$ cat src/design/rlbd_pkg.sv
// ----------------------------------------------------------------------------
// Run-length byte decoder package
// Shared widths, reset values, command bytes and register indexes.
// ----------------------------------------------------------------------------
package rlbd_pkg;

  localparam int unsigned OUT_DEPTH_DEF  = 8192;
  localparam int unsigned BYTE_W         = 8;
  localparam int unsigned OUT_LIMIT_W    = 14;
  localparam int unsigned HEADER_LEN_W   = 4;
  localparam int unsigned PADDR_W        = 3;
  localparam int unsigned PDATA_W        = 32;

  localparam logic [OUT_LIMIT_W-1:0]  OUT_LIMIT_RST  = 14'd7923;
  localparam logic [HEADER_LEN_W-1:0] HEADER_LEN_RST = 4'd8;

  localparam logic [BYTE_W-1:0] CMD_END     = 8'h00;
  localparam logic [BYTE_W-1:0] CMD_LITERAL = 8'hFF;

  localparam logic REG_OUT_LIMIT  = 1'b0;
  localparam logic REG_HEADER_LEN = 1'b1;

endpackage

$ cat src/design/rlbd_if.sv
// ----------------------------------------------------------------------------
// Run-length byte decoder channels
// Valid/ready channels for compressed input bytes and buffer write words.
// ----------------------------------------------------------------------------
interface rlbd_in_if
  import rlbd_pkg::*;
  ();
  logic              valid;
  logic              ready;
  logic [BYTE_W-1:0] in_byte;
  logic              last_byte;

  modport source (output valid, output in_byte, output last_byte, input ready);
  modport sink   (input valid, input in_byte, input last_byte, output ready);
endinterface

interface rlbd_out_if
  import rlbd_pkg::*;
  #(
    parameter int unsigned ADDR_W = $clog2(OUT_DEPTH_DEF)
  ) ();
  logic              valid;
  logic              ready;
  logic [ADDR_W-1:0] write_addr;
  logic [BYTE_W-1:0] write_value;
  logic [BYTE_W-1:0] run_length;
  logic              end_seen;
  logic              overrun;

  modport source (output valid, output write_addr, output write_value,
                  output run_length, output end_seen, output overrun, input ready);
  modport sink   (input valid, input write_addr, input write_value,
                  input run_length, input end_seen, input overrun, output ready);
endinterface

$ cat src/design/run_length_byte_decoder_unit.sv
// ----------------------------------------------------------------------------
// Run-length byte decoder unit
// Turns compressed bytes into output buffer write words, one word per byte.
// ----------------------------------------------------------------------------
// The word for a byte is registered and appears in the cycle after the byte is taken.
// Throughput: one byte per cycle, set by the single decode step that runs
// between the decode state registers and the result register; the input
// stalls only while a finished word waits to be taken.
// Reset clears the decode state and loads the register reset values.
module run_length_byte_decoder_unit
  import rlbd_pkg::*;
  (
    input  logic                clk_i,
    input  logic                rst_ni,
    rlbd_in_if.sink             in_i,
    rlbd_out_if.source          out_o,
    input  logic                psel,
    input  logic                penable,
    input  logic                pwrite,
    input  logic [PADDR_W-1:0]  paddr,
    input  logic [PDATA_W-1:0]  pwdata,
    output logic [PDATA_W-1:0]  prdata,
    output logic                pready
  );

  localparam int unsigned ADDR_W = $clog2(OUT_DEPTH_DEF);
  localparam int unsigned POS_W  = $clog2(OUT_DEPTH_DEF + 1);
  localparam int unsigned LIM_W  = (POS_W > OUT_LIMIT_W) ? POS_W : OUT_LIMIT_W;
  localparam int unsigned CMP_W  = LIM_W + 1;

  localparam logic [2:0] MODE_HEADER  = 3'd0;
  localparam logic [2:0] MODE_CMD     = 3'd1;
  localparam logic [2:0] MODE_COUNT   = 3'd2;
  localparam logic [2:0] MODE_LITERAL = 3'd3;
  localparam logic [2:0] MODE_REPEAT  = 3'd4;
  localparam logic [2:0] MODE_END     = 3'd5;
  localparam logic [2:0] MODE_HALT    = 3'd6;

  logic [OUT_LIMIT_W-1:0]  out_limit_q;
  logic [HEADER_LEN_W-1:0] header_len_q;

  logic [2:0]              mode_q, mode_d;
  logic [BYTE_W-1:0]       pend_q, pend_d;
  logic [POS_W-1:0]        pos_q, pos_d;
  logic [HEADER_LEN_W-1:0] hleft_q, hleft_d;
  logic                    ovr_q, ovr_d;
  logic                    end_q, end_d;
  logic                    start_q;

  logic                    out_valid_q;
  logic [ADDR_W-1:0]       addr_q, addr_d;
  logic [BYTE_W-1:0]       val_q, val_d;
  logic [BYTE_W-1:0]       len_q, len_d;
  logic                    end_out_q, ovr_out_q;

  logic                    accept;
  logic                    cfg_wr;
  logic [LIM_W-1:0]        lim_ext;
  logic [LIM_W-1:0]        eff_lim;
  logic                    fits_one, fits_byte, fits_pend;
  logic [2:0]              mode_cur;
  logic [HEADER_LEN_W-1:0] hleft_cur;
  logic [BYTE_W-1:0]       c;

  assign pready = 1'b1;
  assign cfg_wr = psel && penable && pwrite;

  always_comb begin
    prdata = '0;
    case (paddr[2])
      REG_OUT_LIMIT:  prdata = PDATA_W'(out_limit_q);
      REG_HEADER_LEN: prdata = PDATA_W'(header_len_q);
      default:        prdata = '0;
    endcase
  end

  always_ff @(posedge clk_i or negedge rst_ni) begin
    if (!rst_ni) begin
      out_limit_q  <= OUT_LIMIT_RST;
      header_len_q <= HEADER_LEN_RST;
    end else if (cfg_wr) begin
      case (paddr[2])
        REG_OUT_LIMIT:  out_limit_q  <= pwdata[OUT_LIMIT_W-1:0];
        REG_HEADER_LEN: header_len_q <= pwdata[HEADER_LEN_W-1:0];
        default: ;
      endcase
    end
  end

  assign in_i.ready = !out_valid_q || out_o.ready;
  assign accept     = in_i.valid && in_i.ready;
  assign c          = in_i.in_byte;

  assign lim_ext   = LIM_W'(out_limit_q);
  assign eff_lim   = (lim_ext > LIM_W'(OUT_DEPTH_DEF)) ? LIM_W'(OUT_DEPTH_DEF) : lim_ext;
  assign fits_one  = (CMP_W'(pos_q) + CMP_W'(1)) <= CMP_W'(eff_lim);
  assign fits_byte = (CMP_W'(pos_q) + CMP_W'(c)) <= CMP_W'(eff_lim);
  assign fits_pend = (CMP_W'(pos_q) + CMP_W'(pend_q)) <= CMP_W'(eff_lim);

  always_comb begin
    hleft_cur = start_q ? header_len_q : hleft_q;
    mode_cur  = start_q ? MODE_HEADER : mode_q;
    if (mode_cur == MODE_HEADER && hleft_cur == '0) begin
      mode_cur = MODE_CMD;
    end

    mode_d  = mode_cur;
    pend_d  = pend_q;
    pos_d   = pos_q;
    hleft_d = hleft_cur;
    ovr_d   = ovr_q;
    end_d   = end_q;
    addr_d  = '0;
    val_d   = '0;
    len_d   = '0;

    case (mode_cur)
      MODE_HEADER: begin
        if (!fits_one) begin
          ovr_d  = 1'b1;
          mode_d = MODE_HALT;
        end else begin
          addr_d  = ADDR_W'(pos_q);
          val_d   = c;
          len_d   = BYTE_W'(1);
          pos_d   = pos_q + POS_W'(1);
          hleft_d = hleft_cur - HEADER_LEN_W'(1);
          if (hleft_d == '0) begin
            mode_d = MODE_CMD;
          end
        end
      end
      MODE_CMD: begin
        if (c == CMD_END) begin
          mode_d = MODE_END;
          end_d  = 1'b1;
        end else if (c == CMD_LITERAL) begin
          mode_d = MODE_COUNT;
        end else begin
          pend_d = c;
          mode_d = MODE_REPEAT;
        end
      end
      MODE_COUNT: begin
        if (c == '0) begin
          mode_d = MODE_CMD;
        end else if (!fits_byte) begin
          ovr_d  = 1'b1;
          mode_d = MODE_HALT;
        end else begin
          pend_d = c;
          mode_d = MODE_LITERAL;
        end
      end
      MODE_LITERAL: begin
        if (!fits_one) begin
          ovr_d  = 1'b1;
          mode_d = MODE_HALT;
        end else begin
          addr_d = ADDR_W'(pos_q);
          val_d  = c;
          len_d  = BYTE_W'(1);
          pos_d  = pos_q + POS_W'(1);
          pend_d = pend_q - BYTE_W'(1);
          if (pend_d == '0) begin
            mode_d = MODE_CMD;
          end
        end
      end
      MODE_REPEAT: begin
        if (!fits_pend) begin
          ovr_d  = 1'b1;
          mode_d = MODE_HALT;
        end else begin
          addr_d = ADDR_W'(pos_q);
          val_d  = c;
          len_d  = pend_q;
          pos_d  = pos_q + POS_W'(pend_q);
          pend_d = '0;
          mode_d = MODE_CMD;
        end
      end
      MODE_END, MODE_HALT: ;
      default: ;
    endcase
  end

  always_ff @(posedge clk_i or negedge rst_ni) begin
    if (!rst_ni) begin
      mode_q  <= MODE_HEADER;
      pend_q  <= '0;
      pos_q   <= '0;
      hleft_q <= HEADER_LEN_RST;
      ovr_q   <= 1'b0;
      end_q   <= 1'b0;
      start_q <= 1'b1;
    end else if (accept) begin
      if (in_i.last_byte) begin
        mode_q  <= MODE_HEADER;
        pend_q  <= '0;
        pos_q   <= '0;
        hleft_q <= hleft_d;
        ovr_q   <= 1'b0;
        end_q   <= 1'b0;
        start_q <= 1'b1;
      end else begin
        mode_q  <= mode_d;
        pend_q  <= pend_d;
        pos_q   <= pos_d;
        hleft_q <= hleft_d;
        ovr_q   <= ovr_d;
        end_q   <= end_d;
        start_q <= 1'b0;
      end
    end
  end

  always_ff @(posedge clk_i or negedge rst_ni) begin
    if (!rst_ni) begin
      out_valid_q <= 1'b0;
    end else if (accept) begin
      out_valid_q <= 1'b1;
    end else if (out_o.ready) begin
      out_valid_q <= 1'b0;
    end
  end

  always_ff @(posedge clk_i) begin
    if (accept) begin
      addr_q    <= addr_d;
      val_q     <= val_d;
      len_q     <= len_d;
      end_out_q <= end_d;
      ovr_out_q <= ovr_d;
    end
  end

  assign out_o.valid       = out_valid_q;
  assign out_o.write_addr  = addr_q;
  assign out_o.write_value = val_q;
  assign out_o.run_length  = len_q;
  assign out_o.end_seen    = end_out_q;
  assign out_o.overrun     = ovr_out_q;

endmodule

$ cat src/flat_wrapper.sv
// flat-port wrapper written by rule: the top's interface ports become plain ports
module run_length_byte_decoder_unit_flat import rlbd_pkg::*;
  (clk_i, rst_ni, psel, penable, pwrite, paddr, pwdata, prdata, pready, in_i_valid, in_i_in_byte, in_i_last_byte, in_i_ready, out_o_valid, out_o_write_addr, out_o_write_value, out_o_run_length, out_o_end_seen, out_o_overrun, out_o_ready);
  rlbd_in_if in_i_i ();
  rlbd_out_if out_o_i ();
  input  logic clk_i;
  input  logic rst_ni;
  input  logic psel;
  input  logic penable;
  input  logic pwrite;
  input  logic [PADDR_W-1:0] paddr;
  input  logic [PDATA_W-1:0] pwdata;
  output logic [PDATA_W-1:0] prdata;
  output logic pready;
  input wire logic [$bits(in_i_i.valid)-1:0] in_i_valid;
  input wire logic [$bits(in_i_i.in_byte)-1:0] in_i_in_byte;
  input wire logic [$bits(in_i_i.last_byte)-1:0] in_i_last_byte;
  output wire logic [$bits(in_i_i.ready)-1:0] in_i_ready;
  output wire logic [$bits(out_o_i.valid)-1:0] out_o_valid;
  output wire logic [$bits(out_o_i.write_addr)-1:0] out_o_write_addr;
  output wire logic [$bits(out_o_i.write_value)-1:0] out_o_write_value;
  output wire logic [$bits(out_o_i.run_length)-1:0] out_o_run_length;
  output wire logic [$bits(out_o_i.end_seen)-1:0] out_o_end_seen;
  output wire logic [$bits(out_o_i.overrun)-1:0] out_o_overrun;
  input wire logic [$bits(out_o_i.ready)-1:0] out_o_ready;
  assign in_i_i.valid = in_i_valid;
  assign in_i_i.in_byte = in_i_in_byte;
  assign in_i_i.last_byte = in_i_last_byte;
  assign in_i_ready = in_i_i.ready;
  assign out_o_valid = out_o_i.valid;
  assign out_o_write_addr = out_o_i.write_addr;
  assign out_o_write_value = out_o_i.write_value;
  assign out_o_run_length = out_o_i.run_length;
  assign out_o_end_seen = out_o_i.end_seen;
  assign out_o_overrun = out_o_i.overrun;
  assign out_o_i.ready = out_o_ready;
  run_length_byte_decoder_unit u_core (.clk_i(clk_i), .rst_ni(rst_ni), .in_i(in_i_i), .out_o(out_o_i), .psel(psel), .penable(penable), .pwrite(pwrite), .paddr(paddr), .pwdata(pwdata), .prdata(prdata), .pready(pready));
endmodule
$ cat config.mk
export PLATFORM = sky130hd
export DESIGN_NAME = run_length_byte_decoder_unit_flat
export DESIGN_NICKNAME = d
export VERILOG_FILES = /design/src/design/rlbd_pkg.sv /design/src/design/rlbd_if.sv /design/src/design/run_length_byte_decoder_unit.sv /design/src/flat_wrapper.sv
export SDC_FILE = /design/constraint.sdc
export NUM_CORES = 1
export LEC_CHECK = 0
export BUFFER_PORTS_ARGS = -buffer_cell sky130_fd_sc_hd__buf_2
export CAP_MARGIN = 40
export CORE_MARGIN = 2
export CORE_UTILIZATION = 47
export DETAILED_ROUTE_END_ITERATION = 10
export GPL_TIMING_DRIVEN = 0
export PLACE_DENSITY = 0.77
export SLEW_MARGIN = 30
export SYNTH_ARGS = -nofsm -noshare
export SYNTH_HDL_FRONTEND = slang
export SYNTH_SLANG_ARGS = --single-unit
$ cat constraint.sdc
create_clock -name clk_i -period 5.1 [get_ports clk_i]
set_input_delay 0.51 -clock clk_i [delete_from_list [all_inputs] [get_ports clk_i]]
set_output_delay 0.51 -clock clk_i [all_outputs]
set_load 0.1 [all_outputs]
After elaboration in Yosys (flattened, before gate mapping)
Cells that the tools add are included.
W data, S select, Z words.
{ "classes": {"n_addsub": 7, "magnitude_cmp": 4, "n_eq_ne": 12, "mux": 51, "n_bitwise": 1, "n_reduce_logical": 20} }
{ "ops": {"columns": ["cell", "count"], "rows": [
  ["$mux W8", 10],
  ["$pmux W32 S2", 1],
  ["$mux W14", 4],
  ["$le A15 B14 Y1", 3],
  ["$mux W3", 12],
  ["$pmux W8 S2", 2],
  ["$pmux W8 S4", 1],
  ["$add A14 B8 Y15", 2],
  ["$pmux W14 S2", 1],
  ["$mux W13", 2],
  ["$pmux W13 S2", 1],
  ["$logic_not A8 Y1", 2],
  ["$add A14 B1 Y15 const B", 1],
  ["$pmux W3 S5", 1],
  ["$add A14 B1 Y14 const B", 1],
  ["$add A14 B8 Y14", 1],
  ["$gt A14 B14 Y1 const B", 1],
  ["$mux W1", 12],
  ["$mux W4", 3],
  ["$ne A3 B2 Y1 const B", 3],
  ["$ne A3 B3 Y1 const B", 3],
  ["$eq A8 B8 Y1 const B", 1],
  ["$logic_not A4 Y1", 2],
  ["$reduce_and A8 Y1", 1],
  ["other kinds (18)", 24]
]} }
{ "word_totals": {"register_bits": 82, "input_bits": 51, "elab_cells": 110} }

Longest topological paths before layout
Gate-level depths: netlist of run 1.
{ "logic_depth": {"word_depth": 8, "mapped_depth": 18, "mapped_depth_nobuf": 18} }

Worst setup path before layout of run 1
No wires, ideal clock.
{ "synth_path": {"path_kind": "input-to-reg", "from": "input port in_i_in_byte[1]", "to": "register u_core.pend_q[3]", "setup_ns": 0.121, "arrival_time_ns": 4.219, "path_slack_ns": 0.760, "path_stages": 18, "n_path_buf": 0, "path_cell_list": "ha_1 > a21o_1 > a21oi_1 > o21ai_0 > a21oi_1 > o21ai_0 > a31oi_1 > nor2_1 > xnor2_1 > ha_1 > nand3_1 > or4_4 > o21a_1 > a211o_1 > o221ai_2 > nand4b_4 > and2_4 > a22o_1"} }
{ "synth_via": {"elab_chain_len": 4, "elab_cells_between_ends": 9, "cone_classes": "add/sub: 1; order compare: 1; eq/ne: 5; reduce/logical: 2"} }
{ "synth_lines": {"columns": ["element", "line", "text"], "rows": [
  ["from (decl)", "flat_wrapper.sv:16", "input wire logic [$bits(in_i_i.in_byte)-1:0] in_i_in_byte;"],
  ["$add A14 B8 Y15", "run_length_byte_decoder_unit.sv:97", "assign fits_byte = (CMP_W'(pos_q) + CMP_W'(c)) <= CMP_W'(eff_lim);"],
  ["$le A15 B14 Y1", "run_length_byte_decoder_unit.sv:97", null],
  ["$ne A3 B2 Y1 (no source line)", null, null],
  ["$reduce_and A8 Y1 (no source line) (*)", null, null],
  ["to (signal assigned)", "run_length_byte_decoder_unit.sv:208", "pend_q <= pend_d;"],
  ["to (decl)", "run_length_byte_decoder_unit.sv:43", "logic [BYTE_W-1:0] pend_q, pend_d;"]
]} }
Mark *: on every way between the ends. The rest lies on a longest branch, timed or not.
A chain may end at the register's enable or synchronous reset.

Final worst setup path of run 1
{ "layout_path": {"from": "register u_core.pos_q[1]", "to": "register u_core.pend_q[3]"} }
{ "layout_via": {"elab_chain_len": 4, "elab_cells_between_ends": 10, "cone_classes": "add/sub: 3; order compare: 3; eq/ne: 3; reduce/logical: 1"} }
{ "layout_lines": {"columns": ["element", "line", "text"], "rows": [
  ["from (decl)", "run_length_byte_decoder_unit.sv:44", "logic [POS_W-1:0] pos_q, pos_d;"],
  ["from (signal assigned)", "run_length_byte_decoder_unit.sv:209", "pos_q <= pos_d;"],
  ["$add A14 B1 Y15 (tied with other cells)", "run_length_byte_decoder_unit.sv:96", "assign fits_one = (CMP_W'(pos_q) + CMP_W'(1)) <= CMP_W'(eff_lim);"],
  ["$le A15 B14 Y1, on equally long branches", "run_length_byte_decoder_unit.sv:96, run_length_byte_decoder_unit.sv:97, run_length_byte_decoder_unit.sv:98", null],
  ["$ne A3 B2 Y1 (no source line)", null, null],
  ["$reduce_and A8 Y1 (no source line) (*)", null, null]
]} }
Marked as above.

==> results_dict.tcl, run 1 <==
set metrics [dict create \
    synth_ff_type "dfrtp_1" \
    finalSetupViolations 0 \
    cp_max_fo 10 \
    switchingPower_uw 1600 \
    antenna_found_initial 0 \
    clock_path_buffers 2 \
    ys_warn_count 0 \
    p_per_area_nw_per_um2 455 \
    cp.required_ns 5.34 \
    path_clk_slew_ns 0.07 \
    p_seq_share_pct 29.2 \
    synthTopCellsByArea "dfrtp_1 (15%), edfxtp_1 (14%), ha_1 (14%), dfstp_2 (5.2%), mux2_2 (4.3%)" \
    ir_worst_vdd_uv 225 \
    internal_power_uw 1840 \
    avgSynthCellArea_um2 9.42 \
    syn_to_final_growth_pct 16.1 \
    antenna_left 0 \
    die_x_um 122 \
    grt_use_total_pct 22.9 \
    cts-root-buf "clkbuf_16" \
    viasPerCell 5.64 \
    crit_path_end_kind "flip-flop" \
    cp.arrival_ns 5.11 \
    r2r_cells 18 \
    dr.pass1.iters 5 \
    cts.sinks 82 \
    setup_ws_ns 0.236 \
    relSlewSlack_pct 40.0 \
    async_flop_share_pct 62.2 \
    pre_cts_slack_ns -0.147 \
    layout_common_cells "buf_2 (80), ha_1 (71), nand2_1 (59)" \
    rsz0062_at_grt "no" \
    synth_top_area_share_pct 14.6 \
    period_minus_slack_ns 4.86 \
    path_buf_inv 0 \
    num_antenna_cells 0 \
    nets 925 \
    reg2reg_from "u_core.pos_q[1]$_DFFE_PN0P_" \
    grt_pass1_wl_mm 26.3 \
    crit_slowest_cell "or4_4" \
    critPathKind "reg2reg" \
    crit_path_start_kind "flip-flop" \
    hold_violations 0 \
    wl_mm 16.3 \
    pwr-share-comb_pct 52.6 \
    design_area_um2 7570 \
    synth_seq_cells 82 \
    dpl.hpwl_mm 12.3 \
    start_util_pct 47.5 \
    remaining_drc_errors 0 \
    fin_crit_sh_pct 95.4 \
    final_common_cell "buf_2" \
    critical_path.max_stage_delay_ns 0.55 \
    switching_share_pct 46.6 \
    worstMarginPinSlew_ns 0.893 \
    whs_ns 0.201 \
    yosysSeqAreaShare_pct 34.1 \
    synth_largest_area_cell "dfrtp_1" \
    cts_buffers 9 \
    clk_latency_ns 0.36 \
    overflow 0 \
    hold_path.class "in2async" \
    crit_family "compound AO/OA/AOI/OAI gates" \
    drt_iter0_drc 348 \
    cp_cell_sequence "ha_1 > a21o_1 > a21oi_1 > o21ai_0 > a21oi_1 > o21ai_0 > a31oi_2 > nor2_1 > xnor2_1 > ha_1 > nand3_1 > or4_4 > o21a_1 > a211o_1 > o221ai_2 > nand4b_4 > and2_4 > a22o_1" \
    die_h_um 122 \
    synthCells 692 \
    port_buffers 75 \
    status "finished, final reports clean" \
    rows 43 \
    via_count 5555 \
    regToRegSetupSlack_ns 0.24 \
    placed_area_um2 7210 \
    ios 117 \
    r2r-end "u_core.pend_q[3]$_DFFE_PN0P_" \
    power_frac_clock_pct 18.3 \
    maxCapViolCount 0 \
    p_leak_uw 0.00355 \
    worst_clock_skew_ns 0.0145 \
    layout-drive-gt1-share_pct 21.9 \
    final_cells 985 \
    dpl.cell_count 965 \
    power_uw 3440 \
    drv_slew 0 \
    grt_max_degree 52 \
    grt_pass1_vias 5351 \
    design.core.area_um2 13700 \
    h-tree-depth 3 \
    dieArea_um2 14800 \
    synth_cell_types 64 \
    clock.fmax_mhz 206 \
    fillers 1266 \
    netlist_area_um2 6520 \
    cts_tree "yes" \
    gp_congestion 0.950 \
    synth_edf_count 31 \
    wl_per_cell_um 16.5 \
]
[what timing repair did]
item,CTS,global route
setup endpoints to repair,4,54
resized for setup,2,6
buffers inserted,0,3
hold buffers,0,0
pin swaps,0,2
gates cloned,0,0
[power groups by stage]
| stage | registers [uW] | clock network (uW) | logic [uW] |
|---|---|---|---|
| 6_report | 1000 | 628 | 1810 |
| 5_1_grt | 1020 | 665 | 1990 |
| 4_1_cts | 997 | 638 | 1780 |
| 3_5_place_dp | 1010 | 0 | 1760 |
| 3_3_place_gp | 1010 | 0 | 1710 |
| 2_1_floorplan | 1150 | 0 | 1230 |
[area by class of cell]
type | count | area [um2] | share of cell area [%]
clock inverters | 1 | 8.76 | 0.116
multi-input cells | 565 | 4090 | 54.0
clock buffers | 15 | 279 | 3.69
well taps | 180 | 225 | 2.98
plain buffers | 40 | 230 | 3.04
flip-flops and latches | 82 | 2230 | 29.4
inverters | 22 | 82.6 | 1.09
repair buffers | 80 | 425 | 5.62
[Yosys cell counts (6+ instances only)]
| master | instances |
|---|---|
| and2_1 | 31 |
| buf_2 | 6 |
| a21o_1 | 7 |
| a22o_1 | 12 |
| nand4_1 | 15 |
| mux2_2 | 25 |
| xor2_1 | 25 |
| ha_1 | 71 |
| nor2b_1 | 14 |
| and3_1 | 10 |
| o21ai_0 | 32 |
| nor3_1 | 11 |
| xnor2_1 | 29 |
| buf_4 | 19 |
| mux2i_1 | 7 |
| a21oi_1 | 39 |
| nand3_1 | 20 |
| a31oi_1 | 7 |
| dfrtp_1 | 38 |
| nor4_1 | 8 |
| nand2_1 | 59 |
| nor2_1 | 47 |
| clkbuf_1 | 15 |
| edfxtp_1 | 31 |
| inv_1 | 22 |
| dfstp_2 | 13 |
| nand2b_1 | 9 |
| o21a_1 | 7 |
[cells by family after synthesis]
| family | count (synthesis) | synth area share (%) |
|---|---|---|
| XOR/XNOR | 54 | 7.26 |
| multiplexers | 32 | 5.39 |
| AND/OR/NAND/NOR | 244 | 19.5 |
| adder cells (fa/ha/maj) | 74 | 14.5 |
| other | 2 | 0.115 |
| flip-flops | 82 | 34.1 |
| AO/OA/AOI/OAI | 142 | 14.3 |
| buffers and inverters | 62 | 4.78 |
[state kept, by name (all words and copies together) (netlist names), 4 cells and up]
signal                    flops
u_core.lim_ext               14
u_core.pos_q                 14
u_core.out_o.write_addr      13
u_core.out_o.run_length       8
u_core.out_o.write_value      8
u_core.pend_q                 8
u_core.header_len_q           4
u_core.hleft_q                4
[how the worst max path moves through the flow]
| stage | startpoint | end | slack (ns) | depth (start not counted) |
|---|---|---|---|---|
| after detailed placement | u_core.pos_q[1]$_DFFE_PN0P_ | u_core.pos_q[11]$_DFFE_PN0P_ | -0.15 | 18 |
| after global routing | u_core.pos_q[1]$_DFFE_PN0P_ | u_core.pos_q[11]$_DFFE_PN0P_ | 0.04 | 18 |
| final | u_core.pos_q[1]$_DFFE_PN0P_ | u_core.pend_q[3]$_DFFE_PN0P_ | 0.24 | 18 |
| after global placement | u_core.pos_q[1]$_DFFE_PN0P_ | u_core.pos_q[11]$_DFFE_PN0P_ | -0.05 | 18 |
| after floorplan | in_i_in_byte[1] | u_core.pend_q[3]$_DFFE_PN0P_ | 0.76 | 18 |
| after CTS | u_core.pos_q[1]$_DFFE_PN0P_ | u_core.mode_q[0]$_DFFE_PN0P_ | 0.04 | 18 |
[metrics by stage]
step	utilization [%]	TNS (ns)
2_1_floorplan	-	0
3_3_place_gp	52.4	-0.0576
3_5_place_dp	52.5	-0.289
4_1_cts	54.8	0
5_1_grt	55.1	0
6_report	55.1	0
[layer usage]
metal / wire length, um / share of wire, % / vias up / global-route usage (%)
met2: 7530 / 46 / 215 / 37.1
met3: 1420 / 8.7 / 24 / 4.54
met1: 7010 / 43 / 2634 / 30.7
met4: 292 / 1.8 / 0 / 7.61
met5: 0 / 0 / - / 0
li1: - / - / 2682 / -
Note: power is estimated with default switching activity, not from simulation.
==> inputs of run 2 (changes only) <==
- PLACE_DENSITY: 0.77 -> 0.69
==> run 2 against run 1 <==
  * Clock skew shrank 0.010 ns
  * Die area is the same
  * Cell count unchanged
  * Routed wire length increased by 5.9%
  * Flip-flop and latch count unchanged
  * First-iteration DRC count is 16% higher
  * Critical path type unchanged
==> results_dict.tcl, run 2 (same netlist as run 1, synthesis figures left out) <==
set metrics [dict create \
    crit_path_start_kind "flip-flop" \
    use_met2_pct 40.6 \
    viasPerCell 5.64 \
    cts-root-buf "clkbuf_16" \
    grt_use_total_pct 24.3 \
    antenna_found_initial 0 \
    r2r_cells 17 \
    dpl.hpwl_mm 13.3 \
    design_area_um2 7590 \
    dr.pass1.iters 7 \
    via_count 5559 \
    placed_area_um2 7210 \
    fillers 1250 \
    gp_congestion 0.886 \
    layout_common_cells "buf_2 (80), ha_1 (71), nand2_1 (59)" \
    drv_slew 0 \
    hold_buffers 0 \
    final_common_cell "buf_2" \
    cp_max_fo 9 \
    clk_latency_ns 0.36 \
    layout-drive-gt1-share_pct 22.4 \
    relSlewSlack_pct 50.3 \
    maxCapViolCount 0 \
    port_buffers 75 \
    ff_latch_area_um2 2220 \
    period_minus_slack_ns 4.84 \
    cts.sinks 82 \
    p_leak_uw 0.00356 \
    p_per_area_nw_per_um2 461 \
    grtUsageMet1_pct 31.6 \
    power_uw 3500 \
    reg2reg_from "u_core.pos_q[0]$_DFFE_PN0P_" \
    fin_util_pct 55.3 \
    grt_pass1_wl_mm 27.7 \
    die_h_um 122 \
    worstMarginPinSlew_ns 0.739 \
    clock.fmax_mhz 207 \
    status "finished, final reports clean" \
    r2r-end "u_core.pend_q[5]$_DFFE_PN0P_" \
    overflow 0 \
    gr-max-usage-layer "met2" \
    critPathKind "reg2reg" \
    hold_path.class "in2async" \
    drt_iter0_drc 405 \
    antenna_left 0 \
    cp.required_ns 5.35 \
    h-tree-depth 3 \
    grt_max_degree 52 \
    wl_mm 17.2 \
    die_x_um 122 \
    clock_path_buffers 2 \
    cts_buffers 9 \
    syn_to_final_growth_pct 16.4 \
    start_util_pct 47.5 \
    nets 925 \
    ir_worst_vdd_uv 270 \
    cp.arrival_ns 5.09 \
    grt_pass1_vias 5516 \
    ios 117 \
    hold_violations 0 \
    dieArea_um2 14800 \
    wl_per_cell_um 17.5 \
    fin_crit_sh_pct 94.8 \
    regToRegSetupSlack_ns 0.26 \
    finalSetupViolations 0 \
    remaining_drc_errors 0 \
    rows 43 \
    cts_tree "yes" \
    multiInputGateArea_um2 4090 \
    path_clk_slew_ns 0.07 \
    worst_clock_skew_ns 0.00418 \
    crit_path_end_kind "flip-flop" \
    finalSetupTns_ns 0 \
    design.core.area_um2 13700 \
    grt_use_met3_pct 3.70 \
    rsz0062_at_grt "no" \
    num_antenna_cells 0 \
]
run 2: worst max-delay path by stage:
stage,startpoint,end,slack [ns],cells after the start
finish,u_core.pos_q[0]$_DFFE_PN0P_,u_core.pend_q[5]$_DFFE_PN0P_,0.26,17
CTS,u_core.pos_q[1]$_DFFE_PN0P_,u_core.pend_q[5]$_DFFE_PN0P_,0.08,18
detailed placement,u_core.pos_q[1]$_DFFE_PN0P_,u_core.pos_q[11]$_DFFE_PN0P_,-0.10,18
global placement,in_i_in_byte[1],u_core.pend_q[5]$_DFFE_PN0P_,0.03,19
floorplan,in_i_in_byte[1],u_core.pend_q[3]$_DFFE_PN0P_,0.76,18
global route,u_core.pos_q[0]$_DFFE_PN0P_,u_core.pend_q[4]$_DFFE_PN0P_,0.0005,17
run 2: routing by layer:
metal  part of all wire, %  vias up
li1                      -     2678
met3                   6.3       30
met1                    43     2645
met5                     0        -
met2                    48      206
met4                   2.2        0
run 2: layout make-up:
| type | instances | share of cell area, % |
|---|---|---|
| multi-input combinational | 565 | 53.9 |
| tap | 180 | 2.97 |
| inverter | 22 | 1.09 |
| clock buffer | 10 | 3.30 |
| clock inverter | 6 | 0.676 |
| buffer | 40 | 3.03 |
| sequential | 82 | 29.3 |
| timing repair buffer | 80 | 5.70 |
run 2: worst max-delay path, cell delays in order, from the launching register on:
cell	delay [ns]
dfrtp_1	0.60
ha_1	0.26
inv_1	0.06
fa_1	0.41
nor2b_1	0.17
o2111ai_1	0.19
a31oi_2	0.34
nand3_1	0.14
xnor2_1	0.17
ha_1	0.30
nand4_1	0.14
or4_4	0.55
o21a_1	0.13
a211o_1	0.36
o221ai_2	0.27
nand4b_4	0.21
and2_4	0.21
a22o_1	0.22
run 2: repair_timing:
item	in CTS	in global routing
gates resized for setup	2	7
pin swaps	0	3
setup buffers	0	3
endpoints found under the setup margin	6	52
run 2: report_power, final:
part	internal, uW	switching [uW]	total (uW)
Sequential	843	154	997
Clock	369	301	670
Combinational	617	1220	1830
run 2: stage by stage:
step | std cells | hold WS (ns) | setup WS, ns
after floorplan | 709 | 0.214 | 0.760
after global placement | 964 | 0.466 | 0.0256
after detailed placement | 965 | 0.479 | -0.101
after CTS | 981 | 0.206 | 0.0806
after global routing | 985 | 0.226 | 0.000477
final | 985 | 0.182 | 0.263
